$ cat config.mk
export PLATFORM = sky130hd
export DESIGN_NAME = sensor_frame_decoder_crc16_unit
export DESIGN_NICKNAME = d
export VERILOG_FILES = /design/src/hdl/sfd_pkg.sv /design/src/hdl/sfd_ram.sv /design/src/hdl/sfd_ctrl.sv /design/src/hdl/sfd_datapath.sv /design/src/hdl/sensor_frame_decoder_crc16_unit.sv
export VERILOG_INCLUDE_DIRS = /design/src /design/src/hdl
export SDC_FILE = /design/constraint.sdc
export NUM_CORES = 1
export LEC_CHECK = 0
export BUFFER_PORTS_ARGS = -buffer_cell sky130_fd_sc_hd__buf_2
export CAP_MARGIN = 15
export CORE_MARGIN = 4
export CORE_UTILIZATION = 55
export DETAILED_ROUTE_END_ITERATION = 8
export PLACE_DENSITY = 0.78
export SYNTH_ARGS = -nofsm -noshare
export SYNTH_HDL_FRONTEND = slang
export SYNTH_SLANG_ARGS = --single-unit
$ cat constraint.sdc
create_clock -name clk -period 3.5 [get_ports clk]
set_input_delay 0.35 -clock clk [delete_from_list [all_inputs] [get_ports clk]]
set_output_delay 0.35 -clock clk [all_outputs]
set_load 0.005 [all_outputs]
$ cat src/hdl/assert_macros.svh
// Concurrent assertion helpers; clk and rst_n are taken from the enclosing module.
`ifndef ASSERT_MACROS_SVH
`define ASSERT_MACROS_SVH

`ifndef SYNTHESIS
`define SFD_ASSERT_IMP(lbl, ante, cons, msg) \
  lbl: assert property (@(posedge clk) disable iff (!rst_n) (ante) |-> (cons)) else $error(msg);
`define SFD_ASSERT_NXT(lbl, ante, cons, msg) \
  lbl: assert property (@(posedge clk) disable iff (!rst_n) (ante) |=> (cons)) else $error(msg);
`else
`define SFD_ASSERT_IMP(lbl, ante, cons, msg)
`define SFD_ASSERT_NXT(lbl, ante, cons, msg)
`endif

`endif

$ cat src/hdl/sfd_pkg.sv
`timescale 1ns / 1ps

package sfd_pkg;

  localparam int CNT_W       = 6;
  localparam int BODY_DEPTH  = 36;
  localparam int BODY_AW     = $clog2(BODY_DEPTH);
  localparam int FID_W       = 4;
  localparam int ST_W        = 3;
  localparam int CFG_AW      = 3;

  localparam logic [CNT_W-1:0] FRAME_BYTES = 6'd41;
  localparam logic [CNT_W-1:0] CRC_POS     = 6'd39;
  localparam logic [CNT_W-1:0] BODY_START  = 6'd5;
  localparam logic [CNT_W-1:0] COUNT_SAT   = 6'd42;

  localparam logic [CNT_W-1:0] POS_MAGIC0  = 6'd0;
  localparam logic [CNT_W-1:0] POS_MAGIC1  = 6'd1;
  localparam logic [CNT_W-1:0] POS_VER     = 6'd2;
  localparam logic [CNT_W-1:0] POS_KIND    = 6'd3;
  localparam logic [CNT_W-1:0] POS_PLEN    = 6'd4;

  localparam logic [15:0] CRC_INIT = 16'hFFFF;
  localparam logic [15:0] CRC_POLY = 16'h1021;

  localparam logic [ST_W-1:0] ST_OK      = 3'd0;
  localparam logic [ST_W-1:0] ST_LENGTH  = 3'd1;
  localparam logic [ST_W-1:0] ST_MAGIC   = 3'd2;
  localparam logic [ST_W-1:0] ST_VERSION = 3'd3;
  localparam logic [ST_W-1:0] ST_TYPE    = 3'd4;
  localparam logic [ST_W-1:0] ST_PLEN    = 3'd5;
  localparam logic [ST_W-1:0] ST_CRC     = 3'd6;

  localparam logic [CFG_AW-1:0] CFG_MAGIC0 = 3'd0;
  localparam logic [CFG_AW-1:0] CFG_MAGIC1 = 3'd1;
  localparam logic [CFG_AW-1:0] CFG_VER    = 3'd2;
  localparam logic [CFG_AW-1:0] CFG_KIND   = 3'd3;
  localparam logic [CFG_AW-1:0] CFG_PLEN   = 3'd4;

  localparam logic [FID_W-1:0] FIELD_LAST = 4'd11;

  typedef struct packed {
    logic take;
    logic capture;
    logic advance;
  } sfd_cmd_t;

  typedef struct packed {
    logic frame_ok;
    logic field_done;
    logic out_last;
  } sfd_stat_t;

  // Byte count of each field minus one; fields lie back to back from body byte 0.
  function automatic logic [1:0] field_size_m1(input logic [FID_W-1:0] id);
    logic [1:0] s;
    case (id)
      4'd0:    s = 2'd1;
      4'd1:    s = 2'd1;
      4'd2:    s = 2'd3;
      4'd3:    s = 2'd3;
      4'd4:    s = 2'd1;
      4'd5:    s = 2'd3;
      4'd6:    s = 2'd1;
      4'd7:    s = 2'd3;
      4'd8:    s = 2'd3;
      4'd9:    s = 2'd1;
      4'd10:   s = 2'd0;
      4'd11:   s = 2'd1;
      default: s = 2'd0;
    endcase
    return s;
  endfunction

  function automatic logic [15:0] crc16_byte(input logic [15:0] crc, input logic [7:0] b);
    logic [15:0] c;
    c = crc ^ {b, 8'h00};
    for (int i = 0; i < 8; i++) begin
      c = c[15] ? ({c[14:0], 1'b0} ^ CRC_POLY) : {c[14:0], 1'b0};
    end
    return c;
  endfunction

endpackage

$ cat src/hdl/sfd_ram.sv
`timescale 1ns / 1ps

module sfd_ram #(
  parameter int WIDTH = 8,
  parameter int DEPTH = 36,
  localparam int AW = $clog2(DEPTH)
) (
  input  logic             clk,
  input  logic             we,
  input  logic [AW-1:0]    waddr,
  input  logic [WIDTH-1:0] wdata,
  input  logic [AW-1:0]    raddr,
  output logic [WIDTH-1:0] rdata
);

  logic [WIDTH-1:0] mem_r [DEPTH];
  logic [WIDTH-1:0] rdata_r;

  always_ff @(posedge clk) begin
    if (we) begin
      mem_r[waddr] <= wdata;
    end
    rdata_r <= mem_r[raddr];
  end

  assign rdata = rdata_r;

endmodule

$ cat src/hdl/sfd_ctrl.sv
`timescale 1ns / 1ps
`include "assert_macros.svh"

module sfd_ctrl
  import sfd_pkg::*;
(
  input  logic      clk,
  input  logic      rst_n,
  input  logic      in_tvalid,
  input  logic      in_tlast,
  output logic      in_tready,
  output logic      out_tvalid,
  input  logic      out_tready,
  input  sfd_stat_t stat,
  output sfd_cmd_t  cmd
);

  localparam logic [1:0] S_RECV = 2'd0;
  localparam logic [1:0] S_READ = 2'd1;
  localparam logic [1:0] S_CAP  = 2'd2;
  localparam logic [1:0] S_EMIT = 2'd3;

  logic [1:0] state_r;
  logic [1:0] state_nxt;
  logic       frame_end;

  assign in_tready   = (state_r == S_RECV);
  assign out_tvalid  = (state_r == S_EMIT);
  assign cmd.take    = in_tready && in_tvalid;
  assign cmd.capture = (state_r == S_CAP);
  assign cmd.advance = out_tvalid && out_tready;
  assign frame_end   = cmd.take && in_tlast;

  always_comb begin
    state_nxt = state_r;
    case (state_r)
      S_RECV: begin
        if (cmd.take && in_tlast) begin
          state_nxt = stat.frame_ok ? S_READ : S_EMIT;
        end
      end
      S_READ: begin
        state_nxt = S_CAP;
      end
      S_CAP: begin
        state_nxt = stat.field_done ? S_EMIT : S_READ;
      end
      S_EMIT: begin
        if (out_tready) begin
          state_nxt = stat.out_last ? S_RECV : S_READ;
        end
      end
      default: begin
        state_nxt = S_RECV;
      end
    endcase
  end

  always_ff @(posedge clk) begin
    if (!rst_n) begin
      state_r <= S_RECV;
    end else begin
      state_r <= state_nxt;
    end
  end

  `SFD_ASSERT_NXT(a_bad_end, frame_end && !stat.frame_ok, out_tvalid && stat.out_last, "no word")
  `SFD_ASSERT_NXT(a_ok_end, frame_end && stat.frame_ok, state_r == S_READ, "no body read")
  `SFD_ASSERT_NXT(a_field_emits, cmd.capture && stat.field_done, out_tvalid, "no field word")
  `SFD_ASSERT_NXT(a_last_returns, cmd.advance && stat.out_last, in_tready, "frame not closed")

endmodule

$ cat src/hdl/sfd_datapath.sv
`timescale 1ns / 1ps

module sfd_datapath
  import sfd_pkg::*;
(
  input  logic              clk,
  input  logic              rst_n,
  input  logic              cfg_we,
  input  logic [CFG_AW-1:0] cfg_addr,
  input  logic [7:0]        cfg_wdata,
  input  logic [7:0]        in_byte,
  input  logic              in_last,
  input  sfd_cmd_t          cmd,
  output sfd_stat_t         stat,
  output logic [ST_W-1:0]   out_status,
  output logic [FID_W-1:0]  out_field_id,
  output logic [31:0]       out_field_value,
  output logic              out_last
);

  logic [7:0] magic0_r, magic1_r, ver_r, kind_r, plen_r;

  logic [CNT_W-1:0]   count_r, count_nxt;
  logic [15:0]        crc_r, crc_nxt;
  logic [ST_W-1:0]    fault_r, fault_nxt;
  logic [7:0]         crc_lo_r;
  logic [ST_W-1:0]    code;
  logic [ST_W-1:0]    end_status;
  logic               in_frame;

  logic [BODY_AW-1:0] rd_addr_r;
  logic [FID_W-1:0]   field_r;
  logic [1:0]         bsel_r;
  logic [31:0]        acc_r;
  logic [31:0]        acc_cap;
  logic [7:0]         rd_data;

  logic               wr_en;
  logic [CNT_W-1:0]   wr_off;

  logic [ST_W-1:0]    out_status_r;
  logic [FID_W-1:0]   out_id_r;
  logic [31:0]        out_value_r;
  logic               out_last_r;

  always_ff @(posedge clk) begin
    if (!rst_n) begin
      magic0_r <= '0;
      magic1_r <= '0;
      ver_r    <= '0;
      kind_r   <= '0;
      plen_r   <= '0;
    end else if (cfg_we) begin
      case (cfg_addr)
        CFG_MAGIC0: magic0_r <= cfg_wdata;
        CFG_MAGIC1: magic1_r <= cfg_wdata;
        CFG_VER:    ver_r    <= cfg_wdata;
        CFG_KIND:   kind_r   <= cfg_wdata;
        CFG_PLEN:   plen_r   <= cfg_wdata;
        default: begin
        end
      endcase
    end
  end

  assign in_frame = (count_r < FRAME_BYTES);

  always_comb begin
    code = ST_OK;
    case (count_r)
      POS_MAGIC0: if (in_byte != magic0_r) code = ST_MAGIC;
      POS_MAGIC1: if (in_byte != magic1_r) code = ST_MAGIC;
      POS_VER:    if (in_byte != ver_r)    code = ST_VERSION;
      POS_KIND:   if (in_byte != kind_r)   code = ST_TYPE;
      POS_PLEN:   if (in_byte != plen_r)   code = ST_PLEN;
      default:    code = ST_OK;
    endcase
  end

  always_comb begin
    crc_nxt   = crc_r;
    fault_nxt = fault_r;
    if (in_frame) begin
      if (count_r < CRC_POS) begin
        crc_nxt = crc16_byte(crc_r, in_byte);
      end
      if (fault_r == ST_OK) begin
        fault_nxt = code;
      end
    end
    count_nxt = (count_r < COUNT_SAT) ? count_r + CNT_W'(1) : count_r;

    if (count_nxt != FRAME_BYTES) begin
      end_status = ST_LENGTH;
    end else if (fault_nxt != ST_OK) begin
      end_status = fault_nxt;
    end else if ({in_byte, crc_lo_r} != crc_nxt) begin
      end_status = ST_CRC;
    end else begin
      end_status = ST_OK;
    end
  end

  always_ff @(posedge clk) begin
    if (!rst_n) begin
      count_r <= '0;
      crc_r   <= CRC_INIT;
      fault_r <= ST_OK;
    end else if (cmd.take) begin
      if (in_last) begin
        count_r <= '0;
        crc_r   <= CRC_INIT;
        fault_r <= ST_OK;
      end else begin
        count_r <= count_nxt;
        crc_r   <= crc_nxt;
        fault_r <= fault_nxt;
      end
    end
  end

  always_ff @(posedge clk) begin
    if (cmd.take && (count_r == CRC_POS)) begin
      crc_lo_r <= in_byte;
    end
  end

  assign wr_off = count_r - BODY_START;
  assign wr_en  = cmd.take && in_frame && (count_r >= BODY_START);

  sfd_ram #(
    .WIDTH(8),
    .DEPTH(BODY_DEPTH)
  ) u_body (
    .clk  (clk),
    .we   (wr_en),
    .waddr(wr_off[BODY_AW-1:0]),
    .wdata(in_byte),
    .raddr(rd_addr_r),
    .rdata(rd_data)
  );

  assign acc_cap = acc_r | ({24'h000000, rd_data} << {bsel_r, 3'b000});

  always_ff @(posedge clk) begin
    if (cmd.take && in_last) begin
      rd_addr_r <= '0;
      field_r   <= '0;
      bsel_r    <= '0;
      acc_r     <= '0;
    end else if (cmd.capture) begin
      rd_addr_r <= rd_addr_r + BODY_AW'(1);
      if (stat.field_done) begin
        acc_r  <= acc_cap;
      end else begin
        acc_r  <= acc_cap;
        bsel_r <= bsel_r + 2'd1;
      end
    end else if (cmd.advance) begin
      field_r <= field_r + FID_W'(1);
      bsel_r  <= '0;
      acc_r   <= '0;
    end
  end

  always_ff @(posedge clk) begin
    if (cmd.take && in_last && (end_status != ST_OK)) begin
      out_status_r <= end_status;
      out_id_r     <= '0;
      out_value_r  <= '0;
      out_last_r   <= 1'b1;
    end else if (cmd.capture && stat.field_done) begin
      out_status_r <= ST_OK;
      out_id_r     <= field_r;
      out_value_r  <= acc_cap;
      out_last_r   <= (field_r == FIELD_LAST);
    end
  end

  assign stat.frame_ok   = (end_status == ST_OK);
  assign stat.field_done = (bsel_r == field_size_m1(field_r));
  assign stat.out_last   = out_last_r;

  assign out_status      = out_status_r;
  assign out_field_id    = out_id_r;
  assign out_field_value = out_value_r;
  assign out_last        = out_last_r;

endmodule

$ cat src/hdl/sensor_frame_decoder_crc16_unit.sv
`timescale 1ns / 1ps
// Input: one byte word per cycle while a frame is received; CRC and header checks run per byte.
// Failed frame: the single status word is offered in the cycle after the last byte is taken.
// Good frame: 33 body bytes are read back through the single RAM read port, each via S_READ
// and S_CAP; each field word is offered as it completes; in_tready returns after the last word.
// Reset (rst_n low, synchronous) clears config, count, CRC and fault; body RAM is not cleared.

module sensor_frame_decoder_crc16_unit
  import sfd_pkg::*;
(
  input  logic              clk,
  input  logic              rst_n,
  input  logic              cfg_we,
  input  logic [CFG_AW-1:0] cfg_addr,
  input  logic [7:0]        cfg_wdata,
  input  logic              in_tvalid,
  output logic              in_tready,
  input  logic [7:0]        in_tdata,   // [7:0] in_byte
  input  logic              in_tlast,
  output logic              out_tvalid,
  input  logic              out_tready,
  output logic [39:0]       out_tdata,  // [3:0] field_id, [35:4] field_value, [39:36] zero
  output logic [2:0]        out_tuser,  // [2:0] status
  output logic              out_tlast
);

  sfd_cmd_t          cmd;
  sfd_stat_t         stat;
  logic [FID_W-1:0]  field_id;
  logic [31:0]       field_value;

  sfd_ctrl u_ctrl (
    .clk       (clk),
    .rst_n     (rst_n),
    .in_tvalid (in_tvalid),
    .in_tlast  (in_tlast),
    .in_tready (in_tready),
    .out_tvalid(out_tvalid),
    .out_tready(out_tready),
    .stat      (stat),
    .cmd       (cmd)
  );

  sfd_datapath u_dp (
    .clk            (clk),
    .rst_n          (rst_n),
    .cfg_we         (cfg_we),
    .cfg_addr       (cfg_addr),
    .cfg_wdata      (cfg_wdata),
    .in_byte        (in_tdata),
    .in_last        (in_tlast),
    .cmd            (cmd),
    .stat           (stat),
    .out_status     (out_tuser),
    .out_field_id   (field_id),
    .out_field_value(field_value),
    .out_last       (out_tlast)
  );

  assign out_tdata = {4'b0000, field_value, field_id};

endmodule
==> results.py <==
metrics = {
    "synth": {
        "synth_top_area_frac": 0.462,
        "synth_area_leader_cell": "edfxtp_1",
        "avgSynthCellArea_um2": 13.5,
        "ys_ff_latch": 457,
        "ys_async_sr_fraction": 0,
        "synth_edf_count": 299,
        "ys_types": 67,
        "synth_area_um2": 19400,
        "ys.flop_type": "edfxtp_1",
        "yosys-top-cells-area": "edfxtp_1 46%, dfxtp_1 16%, mux4_2 10%",
        "ys_warn_count": 0,
        "post-synth-top-count-cell": "edfxtp_1",
        "ys_seq_area_frac": 0.625,
        "ys_top_cells_by_count": "299 x edfxtp_1, 158 x dfxtp_1, 145 x nor2_1",
        "syn_inst": 1443,
    },
    "sta": {
        "finalCritPeriodShare": 0.952,
        "period_needed_ns": 3.33,
        "tns_ns": 0,
        "finalSetupViolCount": 0,
        "max_freq_mhz": 300,
        "relSlewSlack": 0.199,
        "rsz0062_at_grt": "false",
        "setup_ws_ns": 0.167,
        "holdWs_ns": 0.0899,
        "drv_slew": 0,
        "worstMarginPinSlew_ns": 1.20,
        "clock_skew_ns": 0.0193,
        "finalHoldViolCount": 0,
    },
    "clocking": {
        "clkTransAtPathRegs_ns": 0.06,
        "cts_root_buffer": "clkbuf_16",
        "cts_max_path_buffers": 3,
        "cts_inserted_buffers": 47,
        "clk_latency_ns": 0.58,
        "cts.sinks": 457,
        "h-tree-depth": 2,
        "cts_tree": "done",
        "postCtsHoldBufs": 0,
    },
    "drt": {
        "ant_nets": 0,
        "drt_iter0_drc": 1020,
        "vias": 12200,
        "firstDrtPassIters": 5,
        "drc": 0,
        "wl_mm": 44.8,
        "wl_per_cell_um": 22.1,
        "viasPerCell": 5.99,
    },
    "worst_setup_path": {
        "max_stage_delay_ns": 0.63,
        "startpoint_type": "flip-flop",
        "cp_slowest_cell": "or4_4",
        "worstPathArrival_ns": 3.83,
        "crit_fanout": 18,
        "crit_chain": "inv_1 > ha_1 > nor2b_1 > o21ai_1 > nor3_1 > a211oi_1 > nor3b_1 > nand4_1 > or4_4 > buf_12 > a21oi_1",
        "crit_type": "flip-flop to flip-flop",
        "endpoint_kind": "flip-flop",
        "critPathRequiredTime_ns": 3.99,
    },
    "power_and_ir_drop": {
        "leakage_nw": 7.59,
        "power_density_nw_per_um2": 637,
        "totalPowerFinal_mw": 14.0,
        "vdd_ir_drop_max_mv": 0.520,
    },
    "global_route": {
        "grt_pass1_vias": 12100,
        "grt_overflow": 0,
        "grt_max_degree": 55,
        "grt_pass1_wl_mm": 69.2,
        "antenna_found_initial": 1,
        "gr-usage-all-layers": 0.231,
    },
    "floorplanning": {
        "rows": 68,
        "die_h_um": 196,
        "die_x_um": 196,
        "dieArea_um2": 38400,
        "core_area_um2": 34700,
        "io_pins": 71,
        "start_util": 0.559,
    },
    "finish": {
        "final_layout_size_suffix_gt1_frac": 0.219,
        "fin_nets": 1569,
        "syn_to_final_growth_pct": 13.4,
        "n_fill_cell": 2506,
    },
    "placement": {
        "post-place-ws_ns": 0.222,
        "dp_hpwl_mm": 28.9,
        "io_buffers": 66,
        "place_congestion": 0.830,
    },
    "hold_path": {
        "hold_class": "input pin to flip-flop",
    },
    "run": {
        "max_cap_violations": 0,
    },
    "outcome": {
        "status": "completed",
    },
}
==> worst max-delay path: cells and delay by family, from the launching register on <==
kind | cells | cell delay [ns]
and+or+nand+nor | 5 | 1.69
buffers and inverters | 2 | 0.26
AOI/OAI and AO/OA | 3 | 0.71
DFF | 1 | 0.33
adders and majority gates | 1 | 0.25
==> metal layers <==
metal	track usage	wire [µm]	vias up
met3	0.0450	3300	78
met1	0.315	18300	6058
met4	0.0716	1130	0
met5	0	0	-
met2	0.380	22100	487
li1	-	-	5539
==> power by group <==
part	total (mW)	switching, mW	internal (mW)
logic	2.77	1.42	1.36
clock network	4.89	2.00	2.89
registers	6.37	0.362	6.01
total	14.0	3.78	10.3
==> kinds of logic after synthesis <==
group / after synthesis / synth area share
flops: 457 / 0.625
compound gates: 270 / 0.0920
buf+inv: 124 / 0.0282
other cells: 1 / 0.000193
mux: 113 / 0.115
fa+ha+maj: 7 / 0.00451
xor+xnor: 90 / 0.0480
simple gates: 381 / 0.0866
==> through the flow <==
| step | cells | utilization | cell area [µm²] |
|---|---|---|---|
| after global routing | 2028 | 0.634 | 22000 |
| after global placement | 1941 | 0.590 | 20500 |
| after CTS | 2026 | 0.633 | 22000 |
| final | 2029 | 0.634 | 22000 |
| after detailed placement | 1941 | 0.590 | 20500 |
| after floorplan | 1446 | - | 19400 |
==> sequential cells by signal, indices dropped and copies added (netlist names), named ones only <==
name / count
u_dp.crc_lo_r: 8
u_dp.magic0_r: 8
u_dp.count_r: 6
u_dp.bsel_r: 2
u_dp.rd_addr_r: 6
u_dp.magic1_r: 8
u_dp.u_body.mem_r: 288
u_dp.ver_r: 8
u_dp.u_body.rdata: 8
u_dp.out_field_value: 32
u_dp.crc_r: 16
u_dp.out_last: 1
u_ctrl.state_r: 2
u_dp.kind_r: 8
u_dp.field_r: 4
u_dp.plen_r: 8
u_dp.out_status: 3
u_dp.fault_r: 3
u_dp.acc_r: 32
u_dp.out_field_id: 4
==> worst paths after layout <==
check | depth (start not counted) | end | from | slack (ns)
worst max-delay path | 11 | u_dp.out_field_value[0]$_SDFFE_PP0P_ | u_dp.count_r[1]$_SDFFE_PN0P_ | 0.17
worst min-delay path | 3 | u_dp.ver_r[6]$_SDFFE_PN0P_ | cfg_wdata[6] | 0.09
worst max register to register | 11 | u_dp.out_field_value[0]$_SDFFE_PP0P_ | u_dp.count_r[1]$_SDFFE_PN0P_ | 0.17
worst min register to register | 2 | u_dp.magic0_r[0]$_SDFFE_PN0P_ | u_dp.magic0_r[0]$_SDFFE_PN0P_ | 0.47
==> area by class of cell <==
type / count / area [µm²] / share of cell area
Sequential cell: 457 / 12100 / 0.552
Multi-Input combinational cell: 866 / 6760 / 0.307
Clock buffer: 63 / 1260 / 0.0571
Timing Repair Buffer: 146 / 968 / 0.0440
Tap cell: 455 / 569 / 0.0259
Clock inverter: 22 / 243 / 0.0110
Inverter: 19 / 71.3 / 0.00324
Antenna cell: 1 / 2.50 / 0.000114
==> repair_timing <==
item | in CTS | in global routing
gates resized for setup | 0 | 3
buffers inserted | 0 | 1
hold endpoints to repair | 0 | 0
endpoints found under the setup margin | 0 | 8
==> placed cells by master (no fill, tap or decap), types with 15 or more instances in the layout <==
master	synthesis	layout
mux4_2	88	88
a21oi_1	90	90
o21ai_0	27	26
buf_2	10	66
xnor2_1	39	39
nor2b_1	17	17
a22oi_1	35	35
buf_4	6	77
clkbuf_16	0	48
nand3_1	23	23
edfxtp_1	299	299
a21boi_0	35	35
nor2_1	145	144
dfxtp_1	158	156
a21oi_2	30	30
xor2_1	40	40
mux2i_1	23	23
nand2_1	127	125
inv_1	19	19
clkbuf_1	61	15
(Power assumes the default switching activity.)
